==> src/rtl/scmd5_pkg.sv <==
// Package for the shader container checksum: MD5 constants, round tables and FSM state type.
// Depends on nothing; used by the round unit and the top level.
`timescale 1ns / 1ps
package scmd5_pkg;

  localparam logic [31:0] IV_A = 32'h67452301;
  localparam logic [31:0] IV_B = 32'hEFCDAB89;
  localparam logic [31:0] IV_C = 32'h98BADCFE;
  localparam logic [31:0] IV_D = 32'h10325476;
  localparam logic [7:0]  PAD_BYTE = 8'h80;
  localparam int unsigned BLOCK_BYTES = 64;
  localparam int unsigned TAIL_LIMIT = 56;

  typedef enum logic [2:0] {
    ST_IDLE,
    ST_BLOCK,
    ST_FIN_BUILD,
    ST_FIN_HASH,
    ST_FIN_BUILD2,
    ST_FIN_HASH2,
    ST_OUT
  } state_t;

  // Round additive constants.
  function automatic logic [31:0] md5_k(input logic [5:0] i);
    logic [31:0] k;
    case (i)
      6'd0: k = 32'hd76aa478; 6'd1: k = 32'he8c7b756; 6'd2: k = 32'h242070db;
      6'd3: k = 32'hc1bdceee; 6'd4: k = 32'hf57c0faf; 6'd5: k = 32'h4787c62a;
      6'd6: k = 32'ha8304613; 6'd7: k = 32'hfd469501; 6'd8: k = 32'h698098d8;
      6'd9: k = 32'h8b44f7af; 6'd10: k = 32'hffff5bb1; 6'd11: k = 32'h895cd7be;
      6'd12: k = 32'h6b901122; 6'd13: k = 32'hfd987193; 6'd14: k = 32'ha679438e;
      6'd15: k = 32'h49b40821; 6'd16: k = 32'hf61e2562; 6'd17: k = 32'hc040b340;
      6'd18: k = 32'h265e5a51; 6'd19: k = 32'he9b6c7aa; 6'd20: k = 32'hd62f105d;
      6'd21: k = 32'h02441453; 6'd22: k = 32'hd8a1e681; 6'd23: k = 32'he7d3fbc8;
      6'd24: k = 32'h21e1cde6; 6'd25: k = 32'hc33707d6; 6'd26: k = 32'hf4d50d87;
      6'd27: k = 32'h455a14ed; 6'd28: k = 32'ha9e3e905; 6'd29: k = 32'hfcefa3f8;
      6'd30: k = 32'h676f02d9; 6'd31: k = 32'h8d2a4c8a; 6'd32: k = 32'hfffa3942;
      6'd33: k = 32'h8771f681; 6'd34: k = 32'h6d9d6122; 6'd35: k = 32'hfde5380c;
      6'd36: k = 32'ha4beea44; 6'd37: k = 32'h4bdecfa9; 6'd38: k = 32'hf6bb4b60;
      6'd39: k = 32'hbebfbc70; 6'd40: k = 32'h289b7ec6; 6'd41: k = 32'heaa127fa;
      6'd42: k = 32'hd4ef3085; 6'd43: k = 32'h04881d05; 6'd44: k = 32'hd9d4d039;
      6'd45: k = 32'he6db99e5; 6'd46: k = 32'h1fa27cf8; 6'd47: k = 32'hc4ac5665;
      6'd48: k = 32'hf4292244; 6'd49: k = 32'h432aff97; 6'd50: k = 32'hab9423a7;
      6'd51: k = 32'hfc93a039; 6'd52: k = 32'h655b59c3; 6'd53: k = 32'h8f0ccc92;
      6'd54: k = 32'hffeff47d; 6'd55: k = 32'h85845dd1; 6'd56: k = 32'h6fa87e4f;
      6'd57: k = 32'hfe2ce6e0; 6'd58: k = 32'ha3014314; 6'd59: k = 32'h4e0811a1;
      6'd60: k = 32'hf7537e82; 6'd61: k = 32'hbd3af235; 6'd62: k = 32'h2ad7d2bb;
      default: k = 32'heb86d391;
    endcase
    return k;
  endfunction

  // Rotate amount for round i.
  function automatic logic [4:0] md5_rot(input logic [5:0] i);
    logic [4:0] s;
    case ({i[5:4], i[1:0]})
      4'd0: s = 5'd7;   4'd1: s = 5'd12;  4'd2: s = 5'd17;  4'd3: s = 5'd22;
      4'd4: s = 5'd5;   4'd5: s = 5'd9;   4'd6: s = 5'd14;  4'd7: s = 5'd20;
      4'd8: s = 5'd4;   4'd9: s = 5'd11;  4'd10: s = 5'd16; 4'd11: s = 5'd23;
      4'd12: s = 5'd6;  4'd13: s = 5'd10; 4'd14: s = 5'd15; default: s = 5'd21;
    endcase
    return s;
  endfunction

  // Message word index for round i.
  function automatic logic [3:0] md5_g(input logic [5:0] i);
    logic [3:0] g;
    case (i[5:4])
      2'd0: g = i[3:0];
      2'd1: g = 4'(i[3:0] * 4'd5 + 4'd1);
      2'd2: g = 4'(i[3:0] * 4'd3 + 4'd5);
      default: g = 4'(i[3:0] * 4'd7);
    endcase
    return g;
  endfunction

endpackage

==> src/rtl/shader_container_md5_checksum.sv <==
// Shader container checksum: one input item per cycle while a block fills; each full
// 64-byte block is then hashed on the shared round unit and folded into the chaining
// values, during which no item is accepted. The final byte costs one padding
// block (two when the tail is 56 bytes or more), then four result items are sent.
// A container shorter than the header gives four zero words. Synchronous reset rst
// restores the MD5 initial values and empties the counters.
`timescale 1ns / 1ps
module shader_container_md5_checksum #(
  parameter int HEADER_BYTES = 20
) (
  input  logic        clk,
  input  logic        rst,
  input  logic        s_tvalid,
  output logic        s_tready,
  input  logic [7:0]  s_tdata,   // data_byte [7:0]
  input  logic        s_tlast,   // last_byte
  output logic        m_tvalid,
  input  logic        m_tready,
  output logic [39:0] m_tdata,   // digest_word [31:0], word_index [33:32], zeros above
  output logic        m_tlast    // last_word
);
  scmd5_pkg::state_t state, state_next;

  logic [31:0] msg [16];
  logic [31:0] dig [4];
  logic [31:0] a, b, c, d;
  logic [31:0] count;
  logic [4:0]  skip;
  logic [6:0]  round;
  logic [1:0]  out_idx;
  logic        short_run;
  logic [31:0] b_new;
  logic        hdr_done;
  logic        acc;
  logic [31:0] bits, tailword;
  logic [5:0]  tail_n;

  assign hdr_done = {27'd0, skip} >= 32'(HEADER_BYTES);
  assign acc = s_tvalid && s_tready;
  assign bits = {count[28:0], 3'd0};
  assign tailword = {2'd0, bits[31:2]} | 32'd1;
  assign tail_n = count[5:0];

  scmd5_round u_round (
    .idx(round[5:0]), .a(a), .b(b), .c(c), .d(d),
    .m(msg[scmd5_pkg::md5_g(round[5:0])]), .b_new(b_new)
  );

  // Next state.
  always_comb begin
    state_next = state;
    s_tready = 1'b0;
    case (state)
      scmd5_pkg::ST_IDLE: begin
        s_tready = 1'b1;
        if (acc) begin
          if (hdr_done && tail_n == 6'd63) state_next = scmd5_pkg::ST_BLOCK;
          else if (s_tlast) state_next = scmd5_pkg::ST_FIN_BUILD;
        end
      end
      scmd5_pkg::ST_BLOCK: if (round == 7'd64) begin
        state_next = short_run ? scmd5_pkg::ST_FIN_BUILD : scmd5_pkg::ST_IDLE;
      end
      scmd5_pkg::ST_FIN_BUILD: state_next = hdr_done ? scmd5_pkg::ST_FIN_HASH
                                                     : scmd5_pkg::ST_OUT;
      scmd5_pkg::ST_FIN_HASH: if (round == 7'd64) begin
        state_next = (tail_n >= 6'(scmd5_pkg::TAIL_LIMIT)) ? scmd5_pkg::ST_FIN_BUILD2
                                                           : scmd5_pkg::ST_OUT;
      end
      scmd5_pkg::ST_FIN_BUILD2: state_next = scmd5_pkg::ST_FIN_HASH2;
      scmd5_pkg::ST_FIN_HASH2: if (round == 7'd64) state_next = scmd5_pkg::ST_OUT;
      scmd5_pkg::ST_OUT: if (m_tready && out_idx == 2'd3) state_next = scmd5_pkg::ST_IDLE;
      default: state_next = scmd5_pkg::ST_IDLE;
    endcase
  end

  always_ff @(posedge clk) begin
    if (rst) state <= scmd5_pkg::ST_IDLE;
    else state <= state_next;
  end

  // Counters, message words, working and chaining registers.
  always_ff @(posedge clk) begin
    if (rst) begin
      count <= '0;
      skip <= '0;
      round <= '0;
      out_idx <= '0;
      short_run <= 1'b0;
      dig[0] <= scmd5_pkg::IV_A; dig[1] <= scmd5_pkg::IV_B;
      dig[2] <= scmd5_pkg::IV_C; dig[3] <= scmd5_pkg::IV_D;
    end else begin
      case (state)
        scmd5_pkg::ST_IDLE: if (acc) begin
          short_run <= s_tlast;
          round <= '0;
          if (!hdr_done) skip <= skip + 5'd1;
          else count <= count + 32'd1;
          a <= dig[0]; b <= dig[1]; c <= dig[2]; d <= dig[3];
          // Body bytes are packed little-endian straight into the message words.
          if (hdr_done) msg[tail_n[5:2]][{tail_n[1:0], 3'b000} +: 8] <= s_tdata;
        end
        scmd5_pkg::ST_BLOCK, scmd5_pkg::ST_FIN_HASH, scmd5_pkg::ST_FIN_HASH2: begin
          if (round == 7'd64) begin
            dig[0] <= dig[0] + a; dig[1] <= dig[1] + b;
            dig[2] <= dig[2] + c; dig[3] <= dig[3] + d;
            round <= '0;
          end else begin
            a <= d; d <= c; c <= b; b <= b_new;
            round <= round + 7'd1;
          end
        end
        scmd5_pkg::ST_FIN_BUILD: begin
          a <= dig[0]; b <= dig[1]; c <= dig[2]; d <= dig[3];
          round <= '0;
          // Padded final block built from the tail already in the message words.
          for (int p = 0; p < 64; p++) begin
            logic [7:0] v;
            v = 8'd0;
            if (tail_n >= 6'(scmd5_pkg::TAIL_LIMIT)) begin
              if (6'(p) < tail_n) v = msg[p/4][8*(p%4) +: 8];
              else if (6'(p) == tail_n) v = scmd5_pkg::PAD_BYTE;
            end else begin
              if (p < 4) v = bits[8*(p%4) +: 8];
              else if (p >= 60) v = tailword[8*(p%4) +: 8];
              else if (7'(p) < 7'(tail_n) + 7'd4) v = msg[(p-4)/4][8*(p%4) +: 8];
              else if (7'(p) == 7'(tail_n) + 7'd4) v = scmd5_pkg::PAD_BYTE;
            end
            msg[p/4][8*(p%4) +: 8] <= v;
          end
        end
        scmd5_pkg::ST_FIN_BUILD2: begin
          a <= dig[0]; b <= dig[1]; c <= dig[2]; d <= dig[3];
          round <= '0;
          for (int w = 0; w < 16; w++) begin
            msg[w] <= (w == 0) ? bits : (w == 15) ? tailword : 32'd0;
          end
        end
        scmd5_pkg::ST_OUT: if (m_tready) begin
          out_idx <= out_idx + 2'd1;
          if (out_idx == 2'd3) begin
            count <= '0;
            skip <= '0;
            dig[0] <= scmd5_pkg::IV_A; dig[1] <= scmd5_pkg::IV_B;
            dig[2] <= scmd5_pkg::IV_C; dig[3] <= scmd5_pkg::IV_D;
          end
        end
        default: ;
      endcase
    end
  end

  // Result items come from the chaining registers.
  assign m_tvalid = (state == scmd5_pkg::ST_OUT);
  assign m_tlast = (out_idx == 2'd3);
  assign m_tdata = {6'd0, out_idx, hdr_done ? dig[out_idx] : 32'd0};
endmodule

==> src/rtl/scmd5_round.sv <==
// One MD5 round: the shared unit stepped 64 times per block by the sequencer.
// Depends on scmd5_pkg for the round tables.
`timescale 1ns / 1ps
module scmd5_round (
  input  logic [5:0]  idx,
  input  logic [31:0] a,
  input  logic [31:0] b,
  input  logic [31:0] c,
  input  logic [31:0] d,
  input  logic [31:0] m,
  output logic [31:0] b_new
);
  logic [31:0] f;
  logic [31:0] t;
  logic [4:0]  s;
  logic [63:0] rot;

  // Round function chosen by quarter.
  always_comb begin
    case (idx[5:4])
      2'd0: f = (b & c) | (~b & d);
      2'd1: f = (d & b) | (~d & c);
      2'd2: f = b ^ c ^ d;
      default: f = c ^ (b | ~d);
    endcase
  end

  // Sum, rotate and add.
  assign t = f + a + scmd5_pkg::md5_k(idx) + m;
  assign s = scmd5_pkg::md5_rot(idx);
  assign rot = {t, t} << s;
  assign b_new = b + rot[63:32];
endmodule

==> config.mk <==
export PLATFORM = sky130hd
export DESIGN_NAME = shader_container_md5_checksum
export DESIGN_NICKNAME = d
export VERILOG_FILES = /design/src/rtl/scmd5_pkg.sv /design/src/rtl/shader_container_md5_checksum.sv /design/src/rtl/scmd5_round.sv
export SDC_FILE = /design/constraint.sdc
export NUM_CORES = 2
export LEC_CHECK = 0
export ABC_CLOCK_PERIOD_IN_PS = 22200
export BUFFER_PORTS_ARGS = -buffer_cell sky130_fd_sc_hd__buf_4
export CAP_MARGIN = 20
export CORE_ASPECT_RATIO = 1.1
export CORE_MARGIN = 5
export CORE_UTILIZATION = 49
export CTS_CLUSTER_DIAMETER = 120
export DETAILED_ROUTE_END_ITERATION = 8
export PLACE_DENSITY_LB_ADDON = 0.12
export SLEW_MARGIN = 25
export SYNTH_ARGS = -nofsm -noshare
export SYNTH_HDL_FRONTEND = slang
export SYNTH_SLANG_ARGS = --single-unit
==> constraint.sdc <==
create_clock -name clk -period 22.2 [get_ports clk]
set_input_delay 3.33 -clock clk [delete_from_list [all_inputs] [get_ports clk]]
set_output_delay 3.33 -clock clk [all_outputs]
set_load 0.1 [all_outputs]
==> flow_metrics.tcl <==
set metrics [dict create \
    final_common_cell "nand2_1" \
    seq_area_um2 24110 \
    r2r_start "round[0]" \
    slowest_delay_ns 0.83 \
    max_freq_mhz 85.40 \
    drt-total-wl_mm 204.7 \
    cts_tree "yes" \
    ys_seq_area_frac 0.4189 \
    grt_pass1_vias 46641 \
    grt_overflow_total 0 \
    place_area_um2 59450 \
    worstPathArrival_ns 12.29 \
    worst_slew_pin_slew_ns 1.109 \
    synth-seq-cells 854 \
    clk_pin_slew_ns 0.07 \
    maxCapViolations 0 \
    synth_edf_count 700 \
    antenna_left 0 \
    slew_headroom 0.2577 \
    drv_slew 0 \
    core-area_um2 116400 \
    die_w_um 336.7 \
    fill_cells 10605 \
    nets 6271 \
    hpwlAfterDp_mm 146.4 \
    holdBufCountCts 0 \
    hold_end "short_run" \
    fin_crit_ns 11.71 \
    syn_avg_cell_area_um2 9.465 \
    wl_per_cell_um 27.04 \
    ioPinCount 56 \
    setup_violations 0 \
    synth_area_um2 57540 \
    grt_max_degree 129 \
    layout_setup_ws_ns 10.49 \
    gp_congestion 0.9570 \
    drc_errors 0 \
    post-place-ws_ns 10.52 \
    fin_worst_skew_ns 0.06626 \
    vias_per_cell 6.405 \
    final_util 0.5385 \
    hp-class "register to register" \
    cts_buffer_depth 3 \
    min_delay_path_depth 2 \
    grt_setup_unrepaired "no" \
    die_y_um 369.4 \
    postCtsSetupBuffers 0 \
    cp-start-kind "register" \
    finalSetupTns_ns 0 \
    synth_cell_types 86 \
    r2r_setup_slack_ns 10.49 \
    syn_inst 6079 \
    fin_area_um2 62670 \
    die_area_um2 124400 \
    multi_input_area_um2 31430 \
    status "finished, final reports clean" \
    cts_made_buffers 95 \
    ys_warn_count 0 \
    syn2layout_area_growth_pct 8.911 \
    cpMostUsedCell "o21ai_0" \
    async_reset_ff_frac 0 \
    synthFlopType "edfxtp_1" \
    critPathRequiredTime_ns 22.78 \
    worst_path_max_delay_cell "buf_4" \
    antenna_found_initial 3 \
    root_buffer "clkbuf_16" \
    cts_sinks 854 \
    place.port_buffers 49 \
    start_util 0.4944 \
    first_pass_iters 9 \
    mostFrequentLayoutCells "1188 x nand2_1, 700 x edfxtp_1, 454 x a21oi_1" \
    critPathCaptureType "register" \
    vias 48490 \
    finalHoldViolations 0 \
    cts_resized 0 \
    clock_latency_ns 0.75 \
    ff2ff_path_depth 36 \
    drt_iter0_markers 5406 \
    track_usage 0.3210 \
    hp-start "short_run" \
    rr_endpoint "b[31]" \
    finalCritPeriodShare 0.5274 \
    num_rows 131 \
    path_class "register to register" \
    cp_max_fo 52 \
    cts_max_level 3 \
    drive_above_1_share 0.1053 \
    grt_pass1_wl_mm 302.8 \
]
[synthesized netlist by cell type (all sizes together), types with 111 or more instances]
| cell | number | area share |
|---|---|---|
| xnor2 | 125 | 0.019 |
| nand2 | 1191 | 0.078 |
| nor2 | 406 | 0.026 |
| a21oi | 466 | 0.041 |
| edfxtp | 700 | 0.37 |
| o21ai | 431 | 0.037 |
| nand3 | 150 | 0.013 |
| inv | 203 | 0.013 |
| xor2 | 112 | 0.017 |
| mux4 | 167 | 0.065 |
| dfxtp | 154 | 0.054 |
| ha | 231 | 0.050 |
| o211ai | 111 | 0.014 |
| clkbuf | 325 | 0.021 |
| a21o | 285 | 0.037 |
[flip-flops by register name (all words and copies together), names as in the netlist, named ones only]
signal     flops
d             32
state          3
skip           5
short_run      1
round          7
msg          512
b             32
dig          128
out_idx        2
count         29
c             32
u_round.s      5
a             32
[through the flow]
| stage | instances | hold slack, ns |
|---|---|---|
| 5_1_grt | 7569 | 0.5126 |
| 6_report | 7571 | 0.4801 |
| 3_5_place_dp | 7389 | 0.4694 |
| 4_1_cts | 7568 | 0.4786 |
| 2_1_floorplan | 6084 | 0.4338 |
| 3_3_place_gp | 7389 | 0.4618 |
[worst max path at each step]
stage	from	end	slack, ns	cells past startpoint
after floorplan	rst	a[0]	9.03	3
after global placement	round[0]	b[30]	10.66	36
after detailed placement	round[0]	b[31]	10.52	36
after CTS	round[0]	b[31]	10.48	36
after global routing	round[0]	b[31]	9.69	36
final	round[0]	b[31]	10.49	36
[logic make-up after synthesis]
logic type	synth area share
xor gates and xnor gates	0.03727
AOI/OAI and AO/OA	0.1813
DFF	0.4189
adders and majority gates	0.07424
buffers and inverters	0.03936
other	0.00006517
muxes	0.09203
and+or+nand+nor	0.1568
[critical path: cells and delay by family (launching register included)]
family                     cells  cell delay (ns)
xor gates and xnor gates       1             0.51
AOI/OAI and AO/OA             19             5.22
buffers and inverters          3             1.78
muxes                          2             0.76
adders and majority gates      4             1.74
DFF                            1             0.53
and+or+nand+nor                7             1.01
[routing by layer]
layer / global-route usage / share of wire
met1: 0.4153 / 0.39
met4: 0.1520 / 0.056
met2: 0.5373 / 0.48
met3: 0.04138 / 0.077
met5: 0 / 0.000059
[area by class of cell]
class / instances / area share
well taps: 1529 / 0.03053
multi-input cells: 4636 / 0.5015
clock buffers: 132 / 0.04291
repair buffers: 166 / 0.02035
flip-flops and latches: 854 / 0.3847
inverters: 205 / 0.01228
diodes: 2 / 0.00007986
clock inverters: 47 / 0.007647
Power is not shown: default switching activity piles up to over one toggle a cycle in this logic, so the estimate is an artifact.
